<file path="config.mk">
export PLATFORM = sky130hd
export DESIGN_NAME = sha256_dp
export DESIGN_NICKNAME = d
export VERILOG_FILES = /design/src/sv/sha256_pkg.sv /design/src/sv/sha256_dp.sv
export SDC_FILE = /design/constraint.sdc
export NUM_CORES = 2
export LEC_CHECK = 0
export ABC_CLOCK_PERIOD_IN_PS = 14900
export BUFFER_PORTS_ARGS = -buffer_cell sky130_fd_sc_hd__buf_2
export CAP_MARGIN = 0
export CORE_MARGIN = 4
export CORE_UTILIZATION = 31
export DETAILED_ROUTE_END_ITERATION = 12
export GPL_ROUTABILITY_DRIVEN = 0
export PLACE_DENSITY_LB_ADDON = 0.25
export SLEW_MARGIN = 20
export SYNTH_ARGS = -nofsm -noshare
export SYNTH_HDL_FRONTEND = slang
export SYNTH_SLANG_ARGS = --single-unit
export TNS_END_PERCENT = 30
</file>
<file path="constraint.sdc">
create_clock -name clk -period 14.9 [get_ports clk]
set_input_delay 4.47 -clock clk [delete_from_list [all_inputs] [get_ports clk]]
set_output_delay 4.47 -clock clk [all_outputs]
set_load 0.005 [all_outputs]
</file>
<file path="src/sv/sha256_pkg.sv">
// SHA-256 hasher package: round constants, initial hash values, command/status types.
// No dependencies.
package sha256_pkg;

	localparam logic [7:0] PAD_MARK = 8'h80;
	localparam logic [5:0] LEN_POS = 6'd56;
	localparam logic [63:0] BLOCK_BITS = 64'd512;

	typedef logic [31:0] word_t;

	// controller -> datapath
	typedef struct packed {
		logic       hash_init;   // load initial hash values, clear length
		logic       buf_wr;      // write buf_data at buf_addr
		logic [5:0] buf_addr;
		logic [7:0] buf_data;
		logic       len_add_blk; // message_bits += 512
		logic       len_add_tail;// message_bits += fill*8
		logic [5:0] tail_bytes;
		logic       cmp_start;   // load round vars from hash words
		logic       cmp_round;   // run one round
		logic [5:0] round_idx;
		logic       cmp_fold;    // hash += round vars
		logic [2:0] out_sel;
	} dp_cmd_t;

	typedef struct packed {
		logic [63:0] message_bits;
	} dp_stat_t;

	function automatic word_t round_k(input logic [5:0] t);
		case (t)
			6'd0: return 32'h428a2f98; 6'd1: return 32'h71374491; 6'd2: return 32'hb5c0fbcf;
			6'd3: return 32'he9b5dba5; 6'd4: return 32'h3956c25b; 6'd5: return 32'h59f111f1;
			6'd6: return 32'h923f82a4; 6'd7: return 32'hab1c5ed5; 6'd8: return 32'hd807aa98;
			6'd9: return 32'h12835b01; 6'd10: return 32'h243185be; 6'd11: return 32'h550c7dc3;
			6'd12: return 32'h72be5d74; 6'd13: return 32'h80deb1fe; 6'd14: return 32'h9bdc06a7;
			6'd15: return 32'hc19bf174; 6'd16: return 32'he49b69c1; 6'd17: return 32'hefbe4786;
			6'd18: return 32'h0fc19dc6; 6'd19: return 32'h240ca1cc; 6'd20: return 32'h2de92c6f;
			6'd21: return 32'h4a7484aa; 6'd22: return 32'h5cb0a9dc; 6'd23: return 32'h76f988da;
			6'd24: return 32'h983e5152; 6'd25: return 32'ha831c66d; 6'd26: return 32'hb00327c8;
			6'd27: return 32'hbf597fc7; 6'd28: return 32'hc6e00bf3; 6'd29: return 32'hd5a79147;
			6'd30: return 32'h06ca6351; 6'd31: return 32'h14292967; 6'd32: return 32'h27b70a85;
			6'd33: return 32'h2e1b2138; 6'd34: return 32'h4d2c6dfc; 6'd35: return 32'h53380d13;
			6'd36: return 32'h650a7354; 6'd37: return 32'h766a0abb; 6'd38: return 32'h81c2c92e;
			6'd39: return 32'h92722c85; 6'd40: return 32'ha2bfe8a1; 6'd41: return 32'ha81a664b;
			6'd42: return 32'hc24b8b70; 6'd43: return 32'hc76c51a3; 6'd44: return 32'hd192e819;
			6'd45: return 32'hd6990624; 6'd46: return 32'hf40e3585; 6'd47: return 32'h106aa070;
			6'd48: return 32'h19a4c116; 6'd49: return 32'h1e376c08; 6'd50: return 32'h2748774c;
			6'd51: return 32'h34b0bcb5; 6'd52: return 32'h391c0cb3; 6'd53: return 32'h4ed8aa4a;
			6'd54: return 32'h5b9cca4f; 6'd55: return 32'h682e6ff3; 6'd56: return 32'h748f82ee;
			6'd57: return 32'h78a5636f; 6'd58: return 32'h84c87814; 6'd59: return 32'h8cc70208;
			6'd60: return 32'h90befffa; 6'd61: return 32'ha4506ceb; 6'd62: return 32'hbef9a3f7;
			default: return 32'hc67178f2;
		endcase
	endfunction

	function automatic word_t init_h(input logic [2:0] i);
		case (i)
			3'd0: return 32'h6a09e667; 3'd1: return 32'hbb67ae85;
			3'd2: return 32'h3c6ef372; 3'd3: return 32'ha54ff53a;
			3'd4: return 32'h510e527f; 3'd5: return 32'h9b05688c;
			3'd6: return 32'h1f83d9ab; default: return 32'h5be0cd19;
		endcase
	endfunction

endpackage

</file>
<file path="src/sv/sha256_dp.sv">
// SHA-256 datapath: block buffer memory, hash words, round variables, schedule window.
// Depends on sha256_pkg.
module sha256_dp (
	input  logic                  clk,
	input  logic                  arst_n,
	input  sha256_pkg::dp_cmd_t   cmd,
	output sha256_pkg::dp_stat_t  stat,
	output sha256_pkg::word_t     digest_word
);
	sha256_pkg::word_t hash_q [8];
	sha256_pkg::word_t rv_q [8];
	sha256_pkg::word_t win_q [16];
	logic [31:0] buf_q [16];     // block buffer, one 32-bit word per row
	logic [63:0] bits_q;
	logic [31:0] buf_rd_q;       // row used by the next round

	sha256_pkg::word_t w, s0, s1, t1, t2, e, a, w15, w2;

	// memory write: byte lane within a row; registered read runs one row ahead
	always_ff @(posedge clk) begin
		if (cmd.buf_wr) begin
			case (cmd.buf_addr[1:0])
				2'd0: buf_q[cmd.buf_addr[5:2]][31:24] <= cmd.buf_data;
				2'd1: buf_q[cmd.buf_addr[5:2]][23:16] <= cmd.buf_data;
				2'd2: buf_q[cmd.buf_addr[5:2]][15:8] <= cmd.buf_data;
				default: buf_q[cmd.buf_addr[5:2]][7:0] <= cmd.buf_data;
			endcase
		end
		buf_rd_q <= buf_q[cmd.cmp_round ? 4'(cmd.round_idx[3:0] + 4'd1) : 4'd0];
	end

	always_comb begin
		w15 = win_q[4'(cmd.round_idx[3:0] + 4'd1)];
		w2 = win_q[4'(cmd.round_idx[3:0] + 4'd14)];
		s0 = {w15[6:0], w15[31:7]} ^ {w15[17:0], w15[31:18]} ^ (w15 >> 3);
		s1 = {w2[16:0], w2[31:17]} ^ {w2[18:0], w2[31:19]} ^ (w2 >> 10);
		if (cmd.round_idx < 6'd16)
			w = buf_rd_q;
		else
			w = win_q[cmd.round_idx[3:0]] + s0 + win_q[4'(cmd.round_idx[3:0] + 4'd9)] + s1;
		e = rv_q[4];
		a = rv_q[0];
		t1 = rv_q[7] + ({e[5:0], e[31:6]} ^ {e[10:0], e[31:11]} ^ {e[24:0], e[31:25]}) +
			((e & rv_q[5]) ^ (~e & rv_q[6])) + sha256_pkg::round_k(cmd.round_idx) + w;
		t2 = ({a[1:0], a[31:2]} ^ {a[12:0], a[31:13]} ^ {a[21:0], a[31:22]}) +
			((a & rv_q[1]) ^ (a & rv_q[2]) ^ (rv_q[1] & rv_q[2]));
	end

	always_ff @(posedge clk) begin
		if (cmd.cmp_start) begin
			for (int i = 0; i < 8; i++) rv_q[i] <= hash_q[i];
		end else if (cmd.cmp_round) begin
			win_q[cmd.round_idx[3:0]] <= w;
			for (int i = 1; i < 8; i++) rv_q[i] <= rv_q[i-1];
			rv_q[4] <= rv_q[3] + t1;
			rv_q[0] <= t1 + t2;
		end
	end

	always_ff @(posedge clk or negedge arst_n) begin
		if (!arst_n) begin
			for (int i = 0; i < 8; i++) hash_q[i] <= sha256_pkg::init_h(3'(i));
			bits_q <= '0;
		end else begin
			if (cmd.hash_init) begin
				for (int i = 0; i < 8; i++) hash_q[i] <= sha256_pkg::init_h(3'(i));
				bits_q <= '0;
			end else begin
				if (cmd.cmp_fold)
					for (int i = 0; i < 8; i++) hash_q[i] <= hash_q[i] + rv_q[i];
				if (cmd.len_add_blk)
					bits_q <= bits_q + sha256_pkg::BLOCK_BITS;
				else if (cmd.len_add_tail)
					bits_q <= bits_q + {55'd0, cmd.tail_bytes, 3'd0};
			end
		end
	end

	assign stat.message_bits = bits_q;
	assign digest_word = hash_q[cmd.out_sel];
endmodule

</file>
==> metrics.md <==
| Metric | Value |
|---|---|
| Critical Path RT | 15490 ps |
| Synth top area cells | edfxtp_1 (37%), mux4_2 (11%), ha_1 (5.0%) |
| CTS clk-pin slew, worst paths | 60 ps |
| Slowest stage cell on the critical path | mux4_2 |
| Crit path top cell by count | fa_1 |
| Syn_area_per_cell | 11.7 um^2 |
| Floorplan die width | 585 um |
| EDFF count, synth | 1280 |
| Wire length of the first global-routing pass | 530000 um |
| Timing-limited maximum frequency | 66.4 MHz |
| Status | complete, but fails checks |
| Net total in the final layout | 10000 |
| Later-pin clock latency in the skew report | 910 ps |
| Final design area excluding fillers | 0.121 mm^2 |
| Register-to-register setup slack | 3710 ps |
| Average wire per standard cell | 26.0 um |
| Initial antenna violation count | 19 |
| Number of max-cap violations | 0 |
| Area fraction of the dominant cell type after synthesis | 0.373 |
| Mapped Cells | 8845 |
| Final setup slack of the worst path | -158 ps |
| Detailed Routing Iterations Pass 1 | 7 |
| Share of final-layout standard cells stronger than drive strength 1 | 0.224 |
| Final Max Slew Viols | 0 |
| Critical Path Fanout Max | 5 |
| Clock tree from TritonCTS | yes |
| Vias/cell | 5.56 |
| Count of input and output buffers | 130 |
| Final core utilization | 0.366 |
| Type of element capturing the critical path | flip-flop |
| Yosys reg bits | 1629 |
| Hold Vio Cnt, Final | 0 |
| Number of CTS-inserted buffers | 193 |
| Total detailed-routing wirelength | 362000 um |
| Violated checks | negative setup slack |
| Total vias in the final route | 77400 |
| Sequential area share after synthesis | 0.458 |
| Transition at the pin with the smallest max-transition slack | 1180 ps |
| Sink Count | 1629 |
| Floorplan die height | 585 um |
| First-iteration detailed-routing DRC count | 8094 |
| Htree depth | 4 |
| Half-perimeter wire length after detailed placement | 254000 um |
| Effective utilization at floorplan | 0.312 |
| Yosys warnings | 0 |
| Startpoint kind of the worst setup timing path | primary input |
| Die Footprint | 0.342 mm^2 |
| Final period utilization | 1.01 |
| Total DRC errors in the routed layout | 0 |
| Top-count cell post-synth | edfxtp_1 |
| Relative area change from synthesis to final layout | 17.4% |
| Standard cell area after detailed placement | 0.114 mm^2 |
| Setup repair after global routing missed its margin | true |
| Number of rows created at floorplan | 211 |
| Std-Cell Core Area | 0.331 mm^2 |
| Maximum number of pins on one net before global-route repair | 138 |
| Via count of the first global-routing pass | 76100 |
| List of most frequent post-synthesis cells | edfxtp_1 (1280), nand2_1 (928), nor2_1 (588) |
| Tot GR Track Use | 0.206 |
| Final-layout worst hold slack | 522 ps |
| Final setup vio count | 4 |
| Top FF cell, synth | edfxtp_1 |
| Post-Synthesis Cell Area | 0.103 mm^2 |
| Netlist cell types | 92 |
| Clock tree skew after final layout | 99.2 ps |
| Filler cell count in the final layout | 32100 |
| Fin cells | 13900 |
| Critical path class | primary input to flip-flop |
| Longest Clk Path Bufs | 4 |
| Delay of the slowest critical-path stage | 570 ps |
| Clock Root Buffer | clkbuf_16 |
| Share of flip-flops with an asynchronous set or reset | 0.195 |
| Final global-route overflow total | 0 |
| Shortest clock period the worst path allows after layout | 15060 ps |
| Residual antenna-violating net count after detailed routing | 0 |
| Library cell with the largest summed area after synthesis | edfxtp_1 |
| Arrival time of the worst setup path | 15650 ps |
| Max_slew headroom | 0.203 |
| Number of placed instances, taps included | 13500 |
| I/O pin count | 134 |
| Hold buffer count at cts | 0 |
| Worst Hold Class | flip-flop to flip-flop |
[repair_timing]
item	4_1_cts	5_1_grt
gates cloned	3	3
endpoints found under the setup margin	13	24
setup buffers	2	31
gates resized for setup	29	141
pin swaps	4	93
hold endpoints to repair	0	0
[flip-flops by register name, summed over array words and instances, names as in the netlist]
signal and count:
rv_q 256, buf_rd_q 32, buf_q 512, stat 61
win_q 512, hash_q 256
[logic make-up after synthesis]
logic type / synth area share
flip-flops: 0.458
adder cells (fa/ha/maj): 0.0885
AO/OA/AOI/OAI: 0.120
multiplexers: 0.158
XOR/XNOR: 0.0520
AND/OR/NAND/NOR: 0.0903
other: 0.0000364
buffers and inverters: 0.0336
[worst paths after layout]
check / depth (start not counted) / endpoint / from
worst max-delay path: 54 / rv_q[0][30] / cmd[4]
min in group asynchronous: 1 / hash_q[252] / arst_n
worst min-delay path: 2 / hash_q[159] / hash_q[159]
worst max register to register: 49 / rv_q[0][30] / win_q[3][18]
worst min register to register: 2 / hash_q[159] / hash_q[159]
max in group asynchronous: 3 / hash_q[106] / arst_n
[area by class of cell]
| type | instances | area (um^2) | area share |
|---|---|---|---|
| diodes | 3 | 7.51 | 0.0000620 |
| clock buffers | 259 | 5200 | 0.0430 |
| clock inverters | 98 | 983 | 0.00813 |
| inverters | 379 | 1440 | 0.0119 |
| multi-input cells | 6319 | 53800 | 0.445 |
| flip-flops and latches | 1629 | 47200 | 0.390 |
| well taps | 4366 | 5460 | 0.0451 |
| repair buffers | 860 | 6920 | 0.0572 |
[per-stage QoR]
step           setup slack, ps  setup TNS (ps)
2_1_floorplan            -1050          -11270
5_1_grt                   -494           -3400
4_1_cts                  -6.91           -6.91
3_5_place_dp             -1190          -22340
3_3_place_gp             -1190          -20340
6_report                  -158            -333
[critical path: cells and delay by family]
kind | cells | cell delay (ps)
multiplexers | 2 | 1070
XOR/XNOR | 4 | 820
AND/OR/NAND/NOR | 6 | 730
buffers and inverters | 16 | 1430
adder cells (fa/ha/maj) | 11 | 4300
AO/OA/AOI/OAI | 15 | 2770
[routing by layer]
layer	part of all wire	up-vias	wire length, um	global-route usage
met3	0.078	654	28200	0.0313
li1	-	34100	-	-
met2	0.46	3521	166000	0.326
met1	0.43	39100	155000	0.289
met4	0.035	6	12800	0.0657
met5	0.00012	-	45	0
[layout by cell type (no fill, tap or decap), types with 136 or more instances in the layout]
| cell | count |
|---|---|
| edfxtp_1 | 1280 |
| nand2_1 | 925 |
| buf_4 | 671 |
| nor2_1 | 572 |
| a21oi_1 | 548 |
| mux4_2 | 482 |
| o21ai_0 | 400 |
| xnor2_1 | 396 |
| ha_1 | 387 |
| inv_1 | 356 |
| mux2i_1 | 281 |
| a21o_1 | 198 |
| clkbuf_16 | 198 |
| fa_1 | 190 |
| xor2_1 | 181 |
| dfrtp_1 | 181 |
| mux2_2 | 149 |
| nand3_1 | 138 |
| dfstp_2 | 136 |
Power is not shown: default switching activity piles up to over one toggle a cycle in this logic, so the estimate is an artifact.
