[src/sv/sha256_pkg.sv]
// SHA-256 hasher package: round constants, initial hash values, command/status types.
// No dependencies.
package sha256_pkg;

	localparam logic [7:0] PAD_MARK = 8'h80;
	localparam logic [5:0] LEN_POS = 6'd56;
	localparam logic [63:0] BLOCK_BITS = 64'd512;

	typedef logic [31:0] word_t;

	// controller -> datapath
	typedef struct packed {
		logic       hash_init;   // load initial hash values, clear length
		logic       buf_wr;      // write buf_data at buf_addr
		logic [5:0] buf_addr;
		logic [7:0] buf_data;
		logic       len_add_blk; // message_bits += 512
		logic       len_add_tail;// message_bits += fill*8
		logic [5:0] tail_bytes;
		logic       cmp_start;   // load round vars from hash words
		logic       cmp_round;   // run one round
		logic [5:0] round_idx;
		logic       cmp_fold;    // hash += round vars
		logic [2:0] out_sel;
	} dp_cmd_t;

	typedef struct packed {
		logic [63:0] message_bits;
	} dp_stat_t;

	function automatic word_t round_k(input logic [5:0] t);
		case (t)
			6'd0: return 32'h428a2f98; 6'd1: return 32'h71374491; 6'd2: return 32'hb5c0fbcf;
			6'd3: return 32'he9b5dba5; 6'd4: return 32'h3956c25b; 6'd5: return 32'h59f111f1;
			6'd6: return 32'h923f82a4; 6'd7: return 32'hab1c5ed5; 6'd8: return 32'hd807aa98;
			6'd9: return 32'h12835b01; 6'd10: return 32'h243185be; 6'd11: return 32'h550c7dc3;
			6'd12: return 32'h72be5d74; 6'd13: return 32'h80deb1fe; 6'd14: return 32'h9bdc06a7;
			6'd15: return 32'hc19bf174; 6'd16: return 32'he49b69c1; 6'd17: return 32'hefbe4786;
			6'd18: return 32'h0fc19dc6; 6'd19: return 32'h240ca1cc; 6'd20: return 32'h2de92c6f;
			6'd21: return 32'h4a7484aa; 6'd22: return 32'h5cb0a9dc; 6'd23: return 32'h76f988da;
			6'd24: return 32'h983e5152; 6'd25: return 32'ha831c66d; 6'd26: return 32'hb00327c8;
			6'd27: return 32'hbf597fc7; 6'd28: return 32'hc6e00bf3; 6'd29: return 32'hd5a79147;
			6'd30: return 32'h06ca6351; 6'd31: return 32'h14292967; 6'd32: return 32'h27b70a85;
			6'd33: return 32'h2e1b2138; 6'd34: return 32'h4d2c6dfc; 6'd35: return 32'h53380d13;
			6'd36: return 32'h650a7354; 6'd37: return 32'h766a0abb; 6'd38: return 32'h81c2c92e;
			6'd39: return 32'h92722c85; 6'd40: return 32'ha2bfe8a1; 6'd41: return 32'ha81a664b;
			6'd42: return 32'hc24b8b70; 6'd43: return 32'hc76c51a3; 6'd44: return 32'hd192e819;
			6'd45: return 32'hd6990624; 6'd46: return 32'hf40e3585; 6'd47: return 32'h106aa070;
			6'd48: return 32'h19a4c116; 6'd49: return 32'h1e376c08; 6'd50: return 32'h2748774c;
			6'd51: return 32'h34b0bcb5; 6'd52: return 32'h391c0cb3; 6'd53: return 32'h4ed8aa4a;
			6'd54: return 32'h5b9cca4f; 6'd55: return 32'h682e6ff3; 6'd56: return 32'h748f82ee;
			6'd57: return 32'h78a5636f; 6'd58: return 32'h84c87814; 6'd59: return 32'h8cc70208;
			6'd60: return 32'h90befffa; 6'd61: return 32'ha4506ceb; 6'd62: return 32'hbef9a3f7;
			default: return 32'hc67178f2;
		endcase
	endfunction

	function automatic word_t init_h(input logic [2:0] i);
		case (i)
			3'd0: return 32'h6a09e667; 3'd1: return 32'hbb67ae85;
			3'd2: return 32'h3c6ef372; 3'd3: return 32'ha54ff53a;
			3'd4: return 32'h510e527f; 3'd5: return 32'h9b05688c;
			3'd6: return 32'h1f83d9ab; default: return 32'h5be0cd19;
		endcase
	endfunction

endpackage

[src/sv/sha256_ctrl.sv]
// SHA-256 controller: byte intake, padding sequencer, round counter, digest output.
// Depends on sha256_pkg.
module sha256_ctrl (
	input  logic                  clk,
	input  logic                  arst_n,
	input  logic                  in_valid,
	output logic                  in_ready,
	input  logic                  in_func,
	input  logic [7:0]            in_byte,
	output logic                  out_valid,
	input  logic                  out_ready,
	output logic [2:0]            out_index,
	output sha256_pkg::dp_cmd_t   cmd,
	input  sha256_pkg::dp_stat_t  stat
);
	typedef enum logic [6:0] {
		S_IDLE  = 7'b0000001,
		S_START = 7'b0000010,
		S_ROUND = 7'b0000100,
		S_FOLD  = 7'b0001000,
		S_PAD   = 7'b0010000,
		S_LEN   = 7'b0100000,
		S_OUT   = 7'b1000000
	} state_t;

	state_t state_q, state_d;
	logic [5:0] fill_q, round_q;
	logic [2:0] idx_q;
	logic       fin_q;   // compressing a final block
	logic       lenblk_q; // the current final compression carries the length

	assign in_ready = (state_q == S_IDLE);
	assign out_valid = (state_q == S_OUT);
	assign out_index = idx_q;

	always_comb begin
		cmd = '0;
		cmd.round_idx = round_q;
		cmd.out_sel = idx_q;
		cmd.tail_bytes = fill_q;
		state_d = state_q;
		unique case (state_q)
			S_IDLE: begin
				if (in_valid) begin
					cmd.buf_wr = 1'b1;
					cmd.buf_addr = fill_q;
					if (!in_func) begin
						cmd.buf_data = in_byte;
						if (fill_q == 6'd63) state_d = S_START;
					end else begin
						// pad mark at the fill position; in the last byte before the length: no zero fill
						cmd.buf_data = sha256_pkg::PAD_MARK;
						cmd.len_add_tail = 1'b1;
						state_d = (fill_q == 6'd63) ? S_START :
							(fill_q == 6'd55) ? S_LEN : S_PAD;
					end
				end
			end
			S_PAD: begin
				// zero fill up to the length field, or to block end if no room
				cmd.buf_wr = 1'b1;
				cmd.buf_addr = fill_q;
				cmd.buf_data = 8'd0;
				if (!lenblk_q && fill_q == 6'd63) state_d = S_START;
				else if (lenblk_q && fill_q == 6'd55) state_d = S_LEN;
			end
			S_LEN: begin
				cmd.buf_wr = 1'b1;
				cmd.buf_addr = fill_q;
				cmd.buf_data = stat.message_bits[8*(7-fill_q[2:0]) +: 8];
				if (fill_q == 6'd63) state_d = S_START;
			end
			S_START: begin
				cmd.cmp_start = 1'b1;
				state_d = S_ROUND;
			end
			S_ROUND: begin
				cmd.cmp_round = 1'b1;
				if (round_q == 6'd63) state_d = S_FOLD;
			end
			S_FOLD: begin
				cmd.cmp_fold = 1'b1;
				if (!fin_q) begin
					cmd.len_add_blk = 1'b1;
					state_d = S_IDLE;
				end else if (lenblk_q) begin
					state_d = S_OUT;
				end else begin
					state_d = S_PAD;
				end
			end
			S_OUT: begin
				if (out_ready) begin
					if (idx_q == 3'd7) begin
						cmd.hash_init = 1'b1;
						state_d = S_IDLE;
					end
				end
			end
			default: state_d = S_IDLE;
		endcase
	end

	always_ff @(posedge clk or negedge arst_n) begin
		if (!arst_n) begin
			state_q <= S_IDLE;
			fill_q <= '0;
			round_q <= '0;
			idx_q <= '0;
			fin_q <= 1'b0;
			lenblk_q <= 1'b0;
		end else begin
			state_q <= state_d;
			unique case (state_q)
				S_IDLE: if (in_valid) begin
					fill_q <= fill_q + 6'd1;
					fin_q <= in_func;
					lenblk_q <= in_func && (fill_q < sha256_pkg::LEN_POS);
				end
				S_PAD, S_LEN: begin
					fill_q <= fill_q + 6'd1;
				end
				S_START: round_q <= '0;
				S_ROUND: round_q <= round_q + 6'd1;
				S_FOLD: if (fin_q && !lenblk_q) lenblk_q <= 1'b1;
				S_OUT: if (out_ready) begin
					idx_q <= idx_q + 3'd1;
					if (idx_q == 3'd7) begin
						fill_q <= '0;
						fin_q <= 1'b0;
					end
				end
				default: ;
			endcase
		end
	end
endmodule

[config.mk]
export PLATFORM = sky130hd
export DESIGN_NAME = sha256_ctrl
export DESIGN_NICKNAME = d
export VERILOG_FILES = /design/src/sv/sha256_pkg.sv /design/src/sv/sha256_ctrl.sv
export SDC_FILE = /design/constraint.sdc
export NUM_CORES = 1
export LEC_CHECK = 0
export ABC_AREA = 0
export BUFFER_PORTS_ARGS = -buffer_cell sky130_fd_sc_hd__buf_2
export CORE_ASPECT_RATIO = 0.6
export CORE_MARGIN = 2
export CORE_UTILIZATION = 33
export CTS_BUF_LIST = sky130_fd_sc_hd__clkbuf_2
export DETAILED_ROUTE_END_ITERATION = 8
export GPL_ROUTABILITY_DRIVEN = 0
export SYNTH_ARGS = -nofsm -noshare
export SYNTH_HDL_FRONTEND = slang
export SYNTH_SLANG_ARGS = --single-unit
[constraint.sdc]
create_clock -name clk -period 4.2 [get_ports clk]
set_clock_uncertainty 0.1 [all_clocks]
set_input_delay 1.26 -clock clk [delete_from_list [all_inputs] [get_ports clk]]
set_output_delay 1.26 -clock clk [all_outputs]
set_load 0.05 [all_outputs]
==> impl_metrics.py <==
metrics = {
    "timing": {
        "tightest_slew_ns": 0.764,
        "fmax_mhz": 256,
        "setup_viol": 0,
        "setup_ws_ns": 0.298,
        "period_minus_slack_ns": 3.90,
        "period_share_pct": 92.9,
        "finalHoldViolations": 0,
        "slew_headroom_pct": 49.1,
        "rsz0062_at_grt": "false",
        "maxSlewViolCount": 0,
        "tns_ns": 0,
    },
    "detailed_routing": {
        "postRouteWirelength_um": 6360,
        "routed_via_density": 5.27,
        "avgRoutedWirePerCell_um": 15.5,
        "post-route-drc-count": 0,
        "drt-pass1-iter-count": 4,
        "vias": 2162,
        "ant_nets": 0,
        "drt_iter0_drc": 67,
    },
    "pwr": {
        "switching_share_pct": 24.9,
        "cell_internal_pwr_w": 0.000289,
        "p_per_area_nw_per_um2": 138,
        "p_sw_w": 0.0000958,
        "p_seq_share_pct": 60.2,
        "p_clk_share_pct": 25.4,
        "combinationalPowerShare_pct": 14.4,
        "peakVddDrop_mv": 0.0751,
        "p_leak_nw": 1.34,
    },
    "finish": {
        "final_core_util_pct": 45.2,
        "final_common_cell": "buf_2",
        "fillerInstances": 623,
        "nets": 408,
        "seq_area_um2": 602,
        "drive_gt1_share_pct": 47.2,
        "syn2layout_area_growth_pct": 31.1,
        "final_cell_mix": "117 x buf_2, 23 x dfrtp_1, 17 x nand3_1",
        "antenna_cells": 0,
        "stdcell_count": 410,
        "multi_input_area_um2": 1400,
        "finish.instance_area_um2": 2790,
    },
    "setup_path": {
        "critPathLaunchType": "register",
        "cp_max_fo": 6,
        "r2r_slack_ns": 1.90,
        "crit_type": "register to output pin",
        "setup.worst_path.end_class": "output pin",
        "critPathRequiredTime_ns": 2.84,
        "r2r_cells": 6,
        "r2r-start": "fill_q[1]",
        "reg2reg_to": "state_q[1]",
        "arrival_ns": 2.54,
    },
    "synthesis": {
        "yosys_warnings": 0,
        "synth_area_um2": 2130,
        "synth_seq_cells": 24,
        "synth_edf_count": 0,
        "avgSynthCellArea_um2": 9.85,
        "synth-main-ff-cell": "dfrtp_1",
        "ys_seq_area_share_pct": 28.3,
        "synth_cells": 216,
        "ys_async_sr_fraction_pct": 100,
        "syn-num-nets": 297,
        "ys_types": 47,
    },
    "die": {
        "fp.dieH_um": 66.2,
        "ios": 118,
        "start_util_pct": 34.5,
        "die_width_um": 108,
        "fp-row-count": 22,
        "fp.dieArea_um2": 7130,
        "core_um2": 6170,
    },
    "min_path": {
        "hold_path_depth": 1,
        "hp-start": "round_q[5]",
        "hp-class": "register to register",
        "holdPathEnd": "round_q[5]",
    },
    "grt": {
        "grt_pass1_wl_um": 9880,
        "grt_usage_pct": 17.6,
        "overflow": 0,
        "grt_pass1_vias": 1964,
        "grt_max_degree": 25,
        "antenna_found_initial": 0,
    },
    "placement": {
        "postPlaceCellArea_um2": 2770,
        "pre_cts_ws_ns": 0.560,
        "port_buffers": 117,
        "place_hpwl_um": 5190,
        "dp.cells": 406,
    },
    "cts": {
        "clk_latency_ns": 0.36,
        "ctsLongestPathBuffers": 2,
        "cts_tree": "built",
        "root_buffer": "clkbuf_2",
        "path_clk_slew_ns": 0.25,
        "clock-sinks": 24,
        "post_cts_buffers": 0,
        "cts_buffers": 3,
        "cts_htree_levels": 1,
        "cts-resized-gates": 0,
        "ctsHoldBuffers": 0,
    },
    "status": {
        "outcome": "finished, final reports clean",
    },
    "run": {
        "cap_violations": 0,
    },
}
==> worst max path at each step <==
stage               cells after the start       start      end
floorplan                               6  state_q[4]  cmd[29]
global placement                        5     stat[1]  cmd[21]
detailed placement                      5     stat[1]  cmd[21]
CTS                                     7  state_q[6]  cmd[32]
global route                            7  state_q[2]  cmd[32]
finish                                  7  state_q[6]  cmd[32]
==> power groups by stage <==
| stage | sequential, W | clock (W) | combinational (W) |
|---|---|---|---|
| final | 0.000232 | 0.0000975 | 0.0000554 |
| after global routing | 0.000232 | 0.000108 | 0.0000608 |
| after CTS | 0.000232 | 0.0000992 | 0.0000562 |
| after detailed placement | 0.000235 | 0 | 0.0000560 |
| after global placement | 0.000235 | 0 | 0.0000542 |
| after floorplan | 0.000236 | 0 | 0.0000149 |
==> critical path, stage by stage (launching register included) <==
cell	delay (ns)
dfrtp_1	0.51
nor4_1	0.47
nor2b_1	0.37
o21ai_0	0.15
and2_4	0.21
clkinv_2	0.08
and2_1	0.12
buf_2	0.27
==> per-layer routing <==
metal / share of wire [%] / vias up / track usage (%)
met5: 0 / - / 0
met4: 1.0 / 0 / 2.88
met3: 4.1 / 6 / 3.05
met2: 44 / 69 / 24.5
met1: 51 / 1042 / 28.2
li1: - / 1045 / -
==> layout make-up <==
cell class / count / area share (%)
Clock inverter: 1 / 0.135
Clock buffer: 3 / 0.538
Multi-Input combinational cell: 166 / 50.1
Timing Repair Buffer: 123 / 22.6
Sequential cell: 24 / 21.6
Inverter: 9 / 1.26
Tap cell: 84 / 3.77
==> cell usage after synthesis (4+ instances only) <==
cell | n | share of area (%)
a21oi_1 | 9 | 2.1
ha_1 | 4 | 2.4
nor2b_1 | 7 | 2.1
o21ai_0 | 8 | 1.9
clkbuf_1 | 9 | 1.6
nor2_1 | 13 | 2.3
buf_4 | 5 | 1.8
mux4_2 | 16 | 17
dfrtp_1 | 23 | 27
nand2_1 | 11 | 1.9
and2_1 | 4 | 1.2
o211ai_1 | 5 | 1.8
nand3_1 | 17 | 4.0
mux2i_1 | 10 | 4.7
inv_1 | 8 | 1.4
o2bb2ai_1 | 11 | 4.5
and3_1 | 4 | 1.2
==> registers in the layout, summed over array words and instances, names as in the netlist <==
register   cells
fin_q          1
round_q        6
fill_q         6
lenblk_q       1
out_index      3
state_q        7
==> metrics by stage <==
step	total power, W	hold slack (ns)
finish	0.000385	0.431
CTS	0.000387	0.440
global placement	0.000290	0.388
detailed placement	0.000291	0.413
global route	0.000401	0.464
floorplan	0.000250	0.448
==> logic make-up (layout without fill, tap and decap cells) <==
kind of cell,count (synthesis),count (layout),synth area share (%)
adder cells (fa/ha/maj),4,4,2.35
buffers and inverters,26,136,6.00
flip-flops,24,24,28.3
AO/OA/AOI/OAI,49,49,16.4
AND/OR/NAND/NOR,78,78,21.3
multiplexers,29,29,23.2
XOR/XNOR,6,6,2.47
Power figures use the tool's default switching activity.
